$ cat src/hdl/edmf_pkg.sv
// shared types and constants of the echo distance median filter
`timescale 1ns / 1ps
`default_nettype none

package edmf_pkg;

  // operation codes
  localparam logic [1:0] OP_MEASURE = 2'd0;
  localparam logic [1:0] OP_START   = 2'd1;
  localparam logic [1:0] OP_READ    = 2'd2;

  localparam int unsigned OP_W    = 2;
  localparam int unsigned TICK_W  = 16;
  localparam int unsigned OVF_W   = 4;
  localparam int unsigned TIME_W  = TICK_W + OVF_W;
  localparam int unsigned DIST_W  = 15;

  // distance = ticks * 343 / 20000, the division done as a reciprocal multiply
  localparam int unsigned SOUND_W   = 9;
  localparam logic [SOUND_W-1:0] SOUND_MUL = 9'd343;
  localparam int unsigned PROD_W    = TIME_W + SOUND_W;
  localparam int unsigned RECIP_W   = 30;
  localparam logic [RECIP_W-1:0] RECIP_MUL = 30'd879609303;
  localparam int unsigned RECIP_SHIFT = 44;
  localparam int unsigned SCALED_W  = PROD_W + RECIP_W;

  // largest distance a 20 bit echo time can give
  localparam logic [DIST_W-1:0] DIST_MAX = 15'd17983;

  // command queue between front and back
  localparam int unsigned QUEUE_DEPTH = 2;
  localparam int unsigned QPTR_W      = $clog2(QUEUE_DEPTH);
  localparam int unsigned QCNT_W      = $clog2(QUEUE_DEPTH + 1);

  typedef struct packed {
    logic [OP_W-1:0]   op;
    logic [DIST_W-1:0] distance;
  } edmf_cmd_t;

endpackage

`default_nettype wire

$ cat src/hdl/echo_distance_median_filter.sv
// top level of the echo distance median filter
`timescale 1ns / 1ps
`default_nettype none

// each transfer in gives exactly one transfer out, in order. a measure item
// turns start tick, end tick and wrap count into an echo time (negative
// saturates to 0) and a distance in cm, time*343/20000, and stores it in a
// ring of SAMPLES_PER_MEDIAN slots; writing the last slot sorts the ring and
// stores its median (mean of the two middle entries for an even count) and
// raises new_ready. start clears the slot index and the median, read clears
// new_ready. the front end is a pipeline (echo time, multiply by 343,
// reciprocal multiply for the division) feeding a two entry command queue.
// the back end takes one command per cycle, while the output is not stalled,
// for items that do not complete a set; a set-completing measure holds it
// for SAMPLES_PER_MEDIAN sort passes, one odd-even transposition pass per
// cycle, and then until its result can be loaded into the output register.
// the queue lets inputs keep flowing while a result waits on out_stall_i.
module echo_distance_median_filter #(
  parameter int unsigned SAMPLES_PER_MEDIAN = 5
) (
  input  wire         clk_i,
  input  wire         rst_ni,
  input  wire         in_valid_i,
  output logic        in_stall_o,
  input  wire  [1:0]  operation_i,
  input  wire  [15:0] echo_start_tick_i,
  input  wire  [15:0] echo_end_tick_i,
  input  wire  [3:0]  overflow_count_i,
  output logic        out_valid_o,
  input  wire         out_stall_i,
  output logic [14:0] median_distance_o,
  output logic [14:0] fresh_distance_o,
  output logic        new_ready_o,
  output logic        set_complete_o
);
  import edmf_pkg::*;

  // front to queue
  logic      push;
  edmf_cmd_t push_cmd;
  logic      full;
  // queue to back
  logic      pop;
  edmf_cmd_t pop_cmd;
  logic      empty;

  edmf_front u_front (
    .clk_i             (clk_i),
    .rst_ni            (rst_ni),
    .in_valid_i        (in_valid_i),
    .in_stall_o        (in_stall_o),
    .operation_i       (operation_i),
    .echo_start_tick_i (echo_start_tick_i),
    .echo_end_tick_i   (echo_end_tick_i),
    .overflow_count_i  (overflow_count_i),
    .push_o            (push),
    .push_cmd_o        (push_cmd),
    .full_i            (full)
  );

  edmf_queue u_queue (
    .clk_i      (clk_i),
    .rst_ni     (rst_ni),
    .push_i     (push),
    .push_cmd_i (push_cmd),
    .full_o     (full),
    .pop_i      (pop),
    .pop_cmd_o  (pop_cmd),
    .empty_o    (empty)
  );

  edmf_back #(
    .SAMPLES_PER_MEDIAN (SAMPLES_PER_MEDIAN)
  ) u_back (
    .clk_i             (clk_i),
    .rst_ni            (rst_ni),
    .empty_i           (empty),
    .cmd_i             (pop_cmd),
    .pop_o             (pop),
    .out_valid_o       (out_valid_o),
    .out_stall_i       (out_stall_i),
    .median_distance_o (median_distance_o),
    .fresh_distance_o  (fresh_distance_o),
    .new_ready_o       (new_ready_o),
    .set_complete_o    (set_complete_o)
  );

  // the queue must never take a push while full or give a pop while empty
  assert property (@(posedge clk_i) disable iff (!rst_ni) !(push && full))
    else $error("push into full command queue");

  assert property (@(posedge clk_i) disable iff (!rst_ni) !(pop && empty))
    else $error("pop from empty command queue");

  // a completed set always leaves an unread median
  assert property (@(posedge clk_i) disable iff (!rst_ni)
    out_valid_o && set_complete_o |-> new_ready_o)
    else $error("set complete without unread median");

  // distances cannot exceed what a 20 bit echo time produces
  assert property (@(posedge clk_i) disable iff (!rst_ni)
    out_valid_o |-> (fresh_distance_o <= DIST_MAX) && (median_distance_o <= DIST_MAX))
    else $error("distance out of range");

endmodule

`default_nettype wire

$ cat src/hdl/edmf_front.sv
// front end: takes items, forms echo time and distance, pushes commands
`timescale 1ns / 1ps
`default_nettype none

module edmf_front (
  input  wire                              clk_i,
  input  wire                              rst_ni,
  input  wire                              in_valid_i,
  output logic                             in_stall_o,
  input  wire  [1:0]                       operation_i,
  input  wire  [15:0]                      echo_start_tick_i,
  input  wire  [15:0]                      echo_end_tick_i,
  input  wire  [3:0]                       overflow_count_i,
  output logic                             push_o,
  output edmf_pkg::edmf_cmd_t              push_cmd_o,
  input  wire                              full_i
);
  import edmf_pkg::*;

  logic                s1_valid_q, s1_valid_d;
  logic [OP_W-1:0]     s1_op_q;
  logic [TIME_W-1:0]   s1_ticks_q;
  logic                s2_valid_q, s2_valid_d;
  logic [OP_W-1:0]     s2_op_q;
  logic [PROD_W-1:0]   s2_prod_q;

  logic [TIME_W-1:0]   total;
  logic [TIME_W:0]     diff;
  logic [TIME_W-1:0]   ticks;
  logic [PROD_W-1:0]   prod;
  logic [SCALED_W-1:0] scaled;
  logic                in_take, s1_move, s2_move;

  // echo time with negative values saturated to zero
  assign total = {overflow_count_i, echo_end_tick_i};
  assign diff  = {1'b0, total} - {{(OVF_W + 1){1'b0}}, echo_start_tick_i};
  always_comb begin
    ticks = '0;
    if (operation_i == OP_MEASURE && !diff[TIME_W]) begin
      ticks = diff[TIME_W-1:0];
    end
  end

  assign prod   = {{SOUND_W{1'b0}}, s1_ticks_q} * {{TIME_W{1'b0}}, SOUND_MUL};
  assign scaled = {{RECIP_W{1'b0}}, s2_prod_q} * {{PROD_W{1'b0}}, RECIP_MUL};

  assign s2_move    = s2_valid_q && !full_i;
  assign s1_move    = s1_valid_q && (!s2_valid_q || s2_move);
  assign in_stall_o = s1_valid_q && !s1_move;
  assign in_take    = in_valid_i && !in_stall_o;

  assign s1_valid_d = in_take || (s1_valid_q && !s1_move);
  assign s2_valid_d = s1_move || (s2_valid_q && !s2_move);

  assign push_o              = s2_move;
  assign push_cmd_o.op       = s2_op_q;
  assign push_cmd_o.distance = scaled[RECIP_SHIFT +: DIST_W];

  always_ff @(posedge clk_i or negedge rst_ni) begin
    if (!rst_ni) begin
      s1_valid_q <= 1'b0;
      s2_valid_q <= 1'b0;
    end else begin
      s1_valid_q <= s1_valid_d;
      s2_valid_q <= s2_valid_d;
    end
  end

  always_ff @(posedge clk_i) begin
    if (in_take) begin
      s1_op_q    <= operation_i;
      s1_ticks_q <= ticks;
    end
    if (s1_move) begin
      s2_op_q   <= s1_op_q;
      s2_prod_q <= prod;
    end
  end

endmodule

`default_nettype wire

$ cat src/hdl/edmf_queue.sv
// small command queue between front and back end
`timescale 1ns / 1ps
`default_nettype none

module edmf_queue (
  input  wire                  clk_i,
  input  wire                  rst_ni,
  input  wire                  push_i,
  input  edmf_pkg::edmf_cmd_t  push_cmd_i,
  output logic                 full_o,
  input  wire                  pop_i,
  output edmf_pkg::edmf_cmd_t  pop_cmd_o,
  output logic                 empty_o
);
  import edmf_pkg::*;

  edmf_cmd_t         slot_q [QUEUE_DEPTH];
  logic [QPTR_W-1:0] wr_ptr_q, rd_ptr_q;
  logic [QCNT_W-1:0] count_q, count_d;

  assign full_o    = count_q == QCNT_W'(QUEUE_DEPTH);
  assign empty_o   = count_q == '0;
  assign pop_cmd_o = slot_q[rd_ptr_q];

  always_comb begin
    count_d = count_q;
    if (push_i && !pop_i) begin
      count_d = count_q + 1'b1;
    end else if (pop_i && !push_i) begin
      count_d = count_q - 1'b1;
    end
  end

  always_ff @(posedge clk_i or negedge rst_ni) begin
    if (!rst_ni) begin
      wr_ptr_q <= '0;
      rd_ptr_q <= '0;
      count_q  <= '0;
    end else begin
      count_q <= count_d;
      if (push_i) begin
        wr_ptr_q <= wr_ptr_q + 1'b1;
      end
      if (pop_i) begin
        rd_ptr_q <= rd_ptr_q + 1'b1;
      end
    end
  end

  always_ff @(posedge clk_i) begin
    if (push_i) begin
      slot_q[wr_ptr_q] <= push_cmd_i;
    end
  end

endmodule

`default_nettype wire

$ cat src/hdl/edmf_back.sv
// back end: ring, transposition sort, median and result register
`timescale 1ns / 1ps
`default_nettype none

module edmf_back #(
  parameter int unsigned SAMPLES_PER_MEDIAN = 5
) (
  input  wire                  clk_i,
  input  wire                  rst_ni,
  input  wire                  empty_i,
  input  edmf_pkg::edmf_cmd_t  cmd_i,
  output logic                 pop_o,
  output logic                 out_valid_o,
  input  wire                  out_stall_i,
  output logic [14:0]          median_distance_o,
  output logic [14:0]          fresh_distance_o,
  output logic                 new_ready_o,
  output logic                 set_complete_o
);
  import edmf_pkg::*;

  localparam int unsigned N      = SAMPLES_PER_MEDIAN;
  localparam int unsigned IDX_W  = (N > 1) ? $clog2(N) : 1;
  localparam int unsigned PASS_W = $clog2(N + 1);
  localparam int unsigned LO_IDX = (N % 2 == 0) ? N / 2 - 1 : N / 2;
  localparam int unsigned HI_IDX = N / 2;

  localparam logic [1:0] ST_IDLE = 2'd0;
  localparam logic [1:0] ST_SORT = 2'd1;
  localparam logic [1:0] ST_DONE = 2'd2;

  logic [1:0]        state_q, state_d;
  logic [DIST_W-1:0] ring_q [N];
  logic [DIST_W-1:0] ring_d [N];
  logic [DIST_W-1:0] sorted [N];
  logic [IDX_W-1:0]  idx_q, idx_d;
  logic [PASS_W-1:0] pass_q, pass_d;
  logic [DIST_W-1:0] median_q, median_d;
  logic              flag_q, flag_d;
  logic [DIST_W-1:0] sample_q, sample_d;
  logic              out_valid_q, out_valid_d;
  logic [DIST_W-1:0] out_fresh_q, out_fresh_d;
  logic              out_complete_q, out_complete_d;
  logic              out_free, out_load;
  logic [DIST_W:0]   mid_sum;

  assign out_free = !out_valid_q || !out_stall_i;
  assign pop_o    = (state_q == ST_IDLE) && !empty_i && out_free;
  assign mid_sum  = {1'b0, ring_q[LO_IDX]} + {1'b0, ring_q[HI_IDX]};

  // one odd-even transposition pass, pairs chosen by pass parity
  always_comb begin
    sorted = ring_q;
    for (int i = 0; i < int'(N) - 1; i++) begin
      if ((i % 2) == int'(pass_q[0]) && ring_q[i] > ring_q[i+1]) begin
        sorted[i]   = ring_q[i+1];
        sorted[i+1] = ring_q[i];
      end
    end
  end

  always_comb begin
    state_d        = state_q;
    ring_d         = ring_q;
    idx_d          = idx_q;
    pass_d         = pass_q;
    median_d       = median_q;
    flag_d         = flag_q;
    sample_d       = sample_q;
    out_load       = 1'b0;
    out_fresh_d    = out_fresh_q;
    out_complete_d = out_complete_q;
    case (state_q)
      ST_IDLE: begin
        if (pop_o) begin
          out_fresh_d    = '0;
          out_complete_d = 1'b0;
          case (cmd_i.op)
            OP_MEASURE: begin
              ring_d[idx_q] = cmd_i.distance;
              if (idx_q == IDX_W'(N - 1)) begin
                sample_d = cmd_i.distance;
                pass_d   = '0;
                state_d  = ST_SORT;
              end else begin
                idx_d       = idx_q + 1'b1;
                out_fresh_d = cmd_i.distance;
                out_load    = 1'b1;
              end
            end
            OP_START: begin
              idx_d    = '0;
              median_d = '0;
              out_load = 1'b1;
            end
            OP_READ: begin
              flag_d   = 1'b0;
              out_load = 1'b1;
            end
            default: begin
              out_load = 1'b1;
            end
          endcase
        end
      end
      ST_SORT: begin
        ring_d = sorted;
        pass_d = pass_q + 1'b1;
        if (pass_q == PASS_W'(N - 1)) begin
          state_d = ST_DONE;
        end
      end
      ST_DONE: begin
        if (out_free) begin
          median_d       = mid_sum[DIST_W:1];
          flag_d         = 1'b1;
          idx_d          = '0;
          out_fresh_d    = sample_q;
          out_complete_d = 1'b1;
          out_load       = 1'b1;
          state_d        = ST_IDLE;
        end
      end
      default: begin
        state_d = ST_IDLE;
      end
    endcase
  end

  assign out_valid_d = out_load || (out_valid_q && out_stall_i);

  always_ff @(posedge clk_i or negedge rst_ni) begin
    if (!rst_ni) begin
      state_q     <= ST_IDLE;
      idx_q       <= '0;
      pass_q      <= '0;
      median_q    <= '0;
      flag_q      <= 1'b0;
      out_valid_q <= 1'b0;
      for (int i = 0; i < int'(N); i++) begin
        ring_q[i] <= '0;
      end
    end else begin
      state_q     <= state_d;
      idx_q       <= idx_d;
      pass_q      <= pass_d;
      median_q    <= median_d;
      flag_q      <= flag_d;
      out_valid_q <= out_valid_d;
      ring_q      <= ring_d;
    end
  end

  always_ff @(posedge clk_i) begin
    sample_q <= sample_d;
    if (out_load) begin
      out_fresh_q    <= out_fresh_d;
      out_complete_q <= out_complete_d;
    end
  end

  // median and flag change only together with a result load
  assign out_valid_o       = out_valid_q;
  assign median_distance_o = median_q;
  assign new_ready_o       = flag_q;
  assign fresh_distance_o  = out_fresh_q;
  assign set_complete_o    = out_complete_q;

endmodule

`default_nettype wire

$ cat config.mk
export PLATFORM = sky130hd
export DESIGN_NAME = echo_distance_median_filter
export DESIGN_NICKNAME = d
export VERILOG_FILES = /design/src/hdl/edmf_pkg.sv /design/src/hdl/echo_distance_median_filter.sv /design/src/hdl/edmf_front.sv /design/src/hdl/edmf_queue.sv /design/src/hdl/edmf_back.sv
export SDC_FILE = /design/constraint.sdc
export NUM_CORES = 2
export LEC_CHECK = 0
export BUFFER_PORTS_ARGS = -buffer_cell sky130_fd_sc_hd__buf_2
export CORE_MARGIN = 2
export CORE_UTILIZATION = 36
export CTS_CLUSTER_SIZE = 8
export DETAILED_ROUTE_END_ITERATION = 12
export PLACE_DENSITY = 0.54
export REMOVE_ABC_BUFFERS = 1
export SLEW_MARGIN = 20
export SYNTH_ARGS = -nofsm -noshare
export SYNTH_HDL_FRONTEND = slang
export SYNTH_HIERARCHICAL = 1
export SYNTH_SLANG_ARGS = --single-unit
$ cat constraint.sdc
create_clock -name clk_i -period 7.4 [get_ports clk_i]
set_input_delay 0.37 -clock clk_i [delete_from_list [all_inputs] [get_ports clk_i]]
set_output_delay 0.37 -clock clk_i [all_outputs]
set_load 0.02 [all_outputs]
# Word-level counts from Yosys, hierarchy flattened
# Memory sizes are Yosys's and may differ from the RTL's.
# Index checks and enable logic that the tools add are counted.
# classes
n_reduce_logical,50
order_cmp,6
bitwise,2
multipliers,2
addsub,8
n_mux,49
eq_ne,21
# ops
cell,count
$mux 75,2
$pmux 75 s2,1
$mux 15,8
$mux 30,4
$bwmux 75,1
$gt 15x15->1,4
$pmux 15 s2,2
$mul 29x30->59 const B,1
$demux 15 s3,1
$reduce_and 4->1,10
$mul 20x9->29 const B,1
$sub 20x16->21,1
$mux 3,6
$pmux 3 s2,3
$add 15x15->16,1
$logic_and 1x1->1,16
$mux 2,7
$logic_not 1->1,10
$mux 1,10
$ne 2x2->1 const B,5
$reduce_and 5->1,2
$ne 3x1->1 const B,3
$logic_not 2->1,4
$ne 2x1->1 const B,4
other kinds (16),31
# totals
ram_bits,34
n_memories,1
elab_cells,162
output_inout_bits,34
ff_bits,190
# mem_list
name,words,width,rd,rd_clocked_by_memory_dff,write_ports,line_no,rtl
u_queue.slot_q,2,17,1,0,1,edmf_queue.sv:17,edmf_cmd_t slot_q [QUEUE_DEPTH];

# Depth between registers and ports, before layout
# logic_depth
depth_word,10
depth_mapped,25
ltp_nobuf,25

# Modules after synthesis
# The synthesis kept the hierarchy.
# by_module_without_submodules
mod,cells_each,area_per_inst_um2,n_inst,seq_area_each_um2
edmf_front,2186,22029.9,1,1641.6
edmf_back,780,7813.7,1,3433.3
edmf_queue,69,1463.9,1,1121.1

# Least setup slack after synthesis
# OpenSTA, ideal clock, no wires.
# synth_path
path_kind,register -> register
start,reg u_front.s2_prod_q[5]
end,"mem u_queue/slot_q[0][12] (netlist name), data pin"
path_stages_with_launch,23
arrival_ns,6.173
synth_period_minus_slack_ns,6.443
path_buffers,0
setup_slack_ns,0.957
cell_sequence,edfxtp_1 > inv_1 > fa_1 > fa_1 > inv_1 > ha_1 > fa_1 > inv_1 > fa_1 > inv_1 > fa_1 > fa_1 > inv_1 > fa_1 > inv_1 > ha_1 > and3_1 > nand3_1 > nor4_1 > a21oi_1 > o311a_1 > o31ai_2 > xor2_1
# synth_lines
element,line_no,rtl
"start, declared",edmf_front.sv:25,logic [PROD_W-1:0] s2_prod_q;
"start signal, assigned",edmf_front.sv:76,s2_prod_q <= prod;
"end, declared",edmf_queue.sv:17,

==> flow_metrics.env <==
export IMPL_timing_final_max_slew_violations=0
export IMPL_post_synth_top_area_cell="sky130_fd_sc_hd__fa_1"
export IMPL_report_final_setup_viol=0
export IMPL_track_usage_pct=18.7
export IMPL_synthDominantCellAreaShare_pct=28.7
export IMPL_hold_path_end="u_front/s1_valid_q$_DFF_PN0_"
export IMPL_layout_drive_gt1_share_pct=7.16
export IMPL_grt_busiest_layer="met2"
export IMPL_worst_hold_startpoint="in_valid_i"
export IMPL_final_instance_count_excl_fill=4298
export IMPL_pre_cts_slack_ns=0.205
export IMPL_fmax_ghz=0.143
export IMPL_min_path_cells=2
export IMPL_dr_first_iter_drc_count=1038
export IMPL_h_tree_level_count=2
export IMPL_critPathTopFamily="adder cells"
export IMPL_synth_edf_count=118
export IMPL_finalWorstSetupSlack_ns=0.428
export IMPL_rr_startpoint="u_front/s2_prod_q[2]$_DFFE_PP_"
export IMPL_fp_dieArea_sq_um=89300
export IMPL_ys_top_cells_by_area="sky130_fd_sc_hd__fa_1 29%, sky130_fd_sc_hd__ha_1 20%, sky130_fd_sc_hd__edfxtp_1 11%"
export IMPL_rsz0062_at_grt="false"
export IMPL_netlist_area_sq_um=31300
export IMPL_synthesis_instances=3035
export IMPL_timing_slew_headroom_pct=28.3
export IMPL_start_util_pct=36.2
export IMPL_final_hold_violation_count=0
export IMPL_reg2reg_slack_ns=0.43
export IMPL_finClkSkew_ns=0.0233
export IMPL_synth_area_per_cell_sq_um=10.3
export IMPL_worst_pin_slew_ns=1.07
export IMPL_detail_route_wirelength_microns=82500
export IMPL_r2r_end="u_queue/slot_q[0][8]$_DFFE_PP_"
export IMPL_die_h_microns=299
export IMPL_crit_path_end_kind="flip-flop"
export IMPL_antenna_found_initial=0
export IMPL_globalRouteMet1Util_pct=24.6
export IMPL_dieWidth_microns=299
export IMPL_std_cell_rows=108
export IMPL_place_detailed_instances=4238
export IMPL_core_area_sq_um=86500
export IMPL_worstPathArrival_ns=7.28
export IMPL_hold_path_class="primary input to flip-flop"
export IMPL_layout_min_cycle_time_ns=6.97
export IMPL_run_status="complete, no violations"
export IMPL_detailedRoute_firstPassIterationCount=5
export IMPL_worstPathCellList="ha_1, fa_1, inv_1, fa_1, fa_1, inv_1, fa_1, inv_1, fa_1, inv_1, fa_1, ha_1, ha_1, and3_1, nand3_1, nor4_2, a21oi_1, buf_4, o311ai_4, a21oi_1, a221oi_1"
export IMPL_timing_critical_path_buf_inv=5
export IMPL_grt_met2_usage_pct=31.7
export IMPL_post_route_drc_count=0
export IMPL_clock_transition_at_the_registers_of_the_reported_paths_ns=0.05
export IMPL_cp_start_kind="flip-flop"
export IMPL_cts_root_buf="sky130_fd_sc_hd__clkbuf_16"
export IMPL_leftover_overflow_at_the_end_of_global_routing=0
export IMPL_worst_path_most_repeated_cell="sky130_fd_sc_hd__fa_1"
export IMPL_area_growth_pct=9.31
export IMPL_final_hold_worst_slack_ns=0.0395
export IMPL_clock_path_buffers=3
export IMPL_dp_hpwl_microns=70900
export IMPL_grt_pass1_wl_microns=130000
export IMPL_setup_total_negative_slack_ns=0
export IMPL_worstSetupPathType="flip-flop to flip-flop"
export IMPL_post_synth_top_count_cell="sky130_fd_sc_hd__inv_1"
export IMPL_reg2regPathDepth=21
export IMPL_cts_num_sinks=224
export IMPL_io_pin_count=76
export IMPL_largest_net_degree_at_the_start_of_global_routing=72
export IMPL_insertedDiodeCount=0
export IMPL_clk_latency_worst_skew_pair_ns=0.55
export IMPL_num_vias=21300
export IMPL_drt_vias_per_instance=4.95
export IMPL_synth_seq_area_share_pct=19.8
export IMPL_ys_top_cells_by_count="743 x sky130_fd_sc_hd__inv_1, 504 x sky130_fd_sc_hd__ha_1, 449 x sky130_fd_sc_hd__fa_1"
export IMPL_layout_filler_cells=8615
export IMPL_place_gp_congestion=0.929
export IMPL_avgRoutedWirePerCell_microns=19.2
export IMPL_nNetsFinal=4123
export IMPL_ys_seq_elements=224
export IMPL_startpoint="u_front/s2_prod_q[2]$_DFFE_PP_"
export IMPL_gr_usage_met3_pct=2.98
export IMPL_place_port_buffers=75
export IMPL_finalCritPeriodShare_pct=94.2
export IMPL_vias_in_the_first_global_route=22600
export IMPL_postSynth_asyncResetShare_pct=47.3
export IMPL_antenna_left=0
export IMPL_timing_critical_path_required_ns=7.70
export IMPL_timing_max_cap_violations=0
export IMPL_tritoncts_num_buffers=34
export IMPL_worst_path_max_fanout=8
export IMPL_critical_path_slowest_cell="sky130_fd_sc_hd__edfxtp_1"
export IMPL_slowest_cell_delay_on_critical_path_ns=0.57
export IMPL_synth_yosys_warnings=6
export IMPL_synthFlopType="sky130_fd_sc_hd__edfxtp_1"
export IMPL_synth_lib_cells_used_distinct=87
export IMPL_tritoncts="built"
[worst register-to-register path, delay by kind of cell (launching register included)]
family | cells | cell delay [ns]
fa+ha+maj | 9 | 4.20
compound gates | 4 | 0.92
simple gates | 3 | 0.63
flops | 1 | 0.57
buf+inv | 5 | 0.39
[timing repair]
| action | CTS | global route |
|---|---|---|
| hold endpoints to repair | 35 | 0 |
| gates resized for setup | 0 | 5 |
| endpoints found under the setup margin | 0 | 20 |
| setup buffers | 0 | 7 |
| hold buffers | 1 | 0 |
[cells in the final DEF, fill, tap and decap left out, types with 17 or more instances in the layout]
master                      synthesis  final
sky130_fd_sc_hd__xnor2_1           34     34
sky130_fd_sc_hd__nor2_1           112    112
sky130_fd_sc_hd__nand3_1           51     51
sky130_fd_sc_hd__a21o_1            26     26
sky130_fd_sc_hd__buf_2              8     74
sky130_fd_sc_hd__clkbuf_16          0     35
sky130_fd_sc_hd__nor4_1            34     33
sky130_fd_sc_hd__mux2i_1           19     19
sky130_fd_sc_hd__nor3_1            27     26
sky130_fd_sc_hd__xor2_1            21     21
sky130_fd_sc_hd__a22o_1            18     18
sky130_fd_sc_hd__nand2_1          115    115
sky130_fd_sc_hd__o211ai_1          17     17
sky130_fd_sc_hd__buf_4              0     44
sky130_fd_sc_hd__a211oi_1          35     35
sky130_fd_sc_hd__nand4_1           24     24
sky130_fd_sc_hd__a22oi_1           60     60
sky130_fd_sc_hd__ha_1             504    502
sky130_fd_sc_hd__a21oi_1          125    125
sky130_fd_sc_hd__edfxtp_1         118    118
sky130_fd_sc_hd__o21ai_0           76     75
sky130_fd_sc_hd__fa_1             449    449
sky130_fd_sc_hd__o31ai_1           20     20
sky130_fd_sc_hd__inv_1            743    743
sky130_fd_sc_hd__dfrtp_1          106    106
[registers in the layout, summed over array words and instances, names as in the netlist, 3 cells and up]
signal                    flops
u_back/ring_q                75
u_queue/slot_q               34
u_front/s2_prod_q            29
u_front/s1_ticks_q           20
u_back/fresh_distance_o      15
u_back/median_distance_o     15
u_back/sample_q              15
u_back/idx_q                  3
u_back/pass_q                 3
[cells by family (layout without fill, tap and decap cells)]
logic type / count (synthesis) / in the layout / share of synthesized area [%]
and+or+nand+nor: 445 / 445 / 7.05
DFF: 224 / 224 / 19.8
buffers and inverters: 806 / 914 / 9.87
AOI/OAI and AO/OA: 500 / 500 / 11.0
xor gates and xnor gates: 55 / 55 / 1.54
adders and majority gates: 953 / 953 / 48.9
muxes: 52 / 52 / 1.90
[final cells by class]
type	count	area [sq um]	share of cell area [%]
Timing Repair Buffer	120	738	2.16
Tap cell	1155	1450	4.22
Inverter	743	2790	8.15
Multi-Input combinational cell	2005	22100	64.5
Sequential cell	224	6200	18.1
Clock inverter	4	40.0	0.117
Clock buffer	47	931	2.72
[stage by stage]
step,cell area (sq um),utilization [%]
finish,34200,39.6
global route,34200,39.6
CTS,34100,39.4
detailed placement,33100,38.3
global placement,33100,38.3
floorplan,31000,-
[routing by layer]
metal  vias to the layer above  part of all wire, %  wire, microns
li1                      10300                    -              -
met1                     10500                   45          37000
met2                       407                   48          39600
met3                       118                  4.2           3460
met4                         0                  2.9           2430
met5                         -                    0              0
[worst max-delay path by stage]
stage / slack (ns) / cells past startpoint / end
floorplan: 0.96 / 22 / u_queue/slot_q[0][12]$_DFFE_PP_
global placement: 0.28 / 21 / u_queue/slot_q[1][8]$_DFFE_PP_
detailed placement: 0.20 / 21 / u_queue/slot_q[0][8]$_DFFE_PP_
CTS: 0.15 / 21 / u_queue/slot_q[0][8]$_DFFE_PP_
global route: 0.03 / 21 / u_queue/slot_q[0][8]$_DFFE_PP_
finish: 0.43 / 21 / u_queue/slot_q[0][8]$_DFFE_PP_
Power is not shown: default switching activity piles up to over one toggle a cycle in this logic, so the estimate is an artifact.
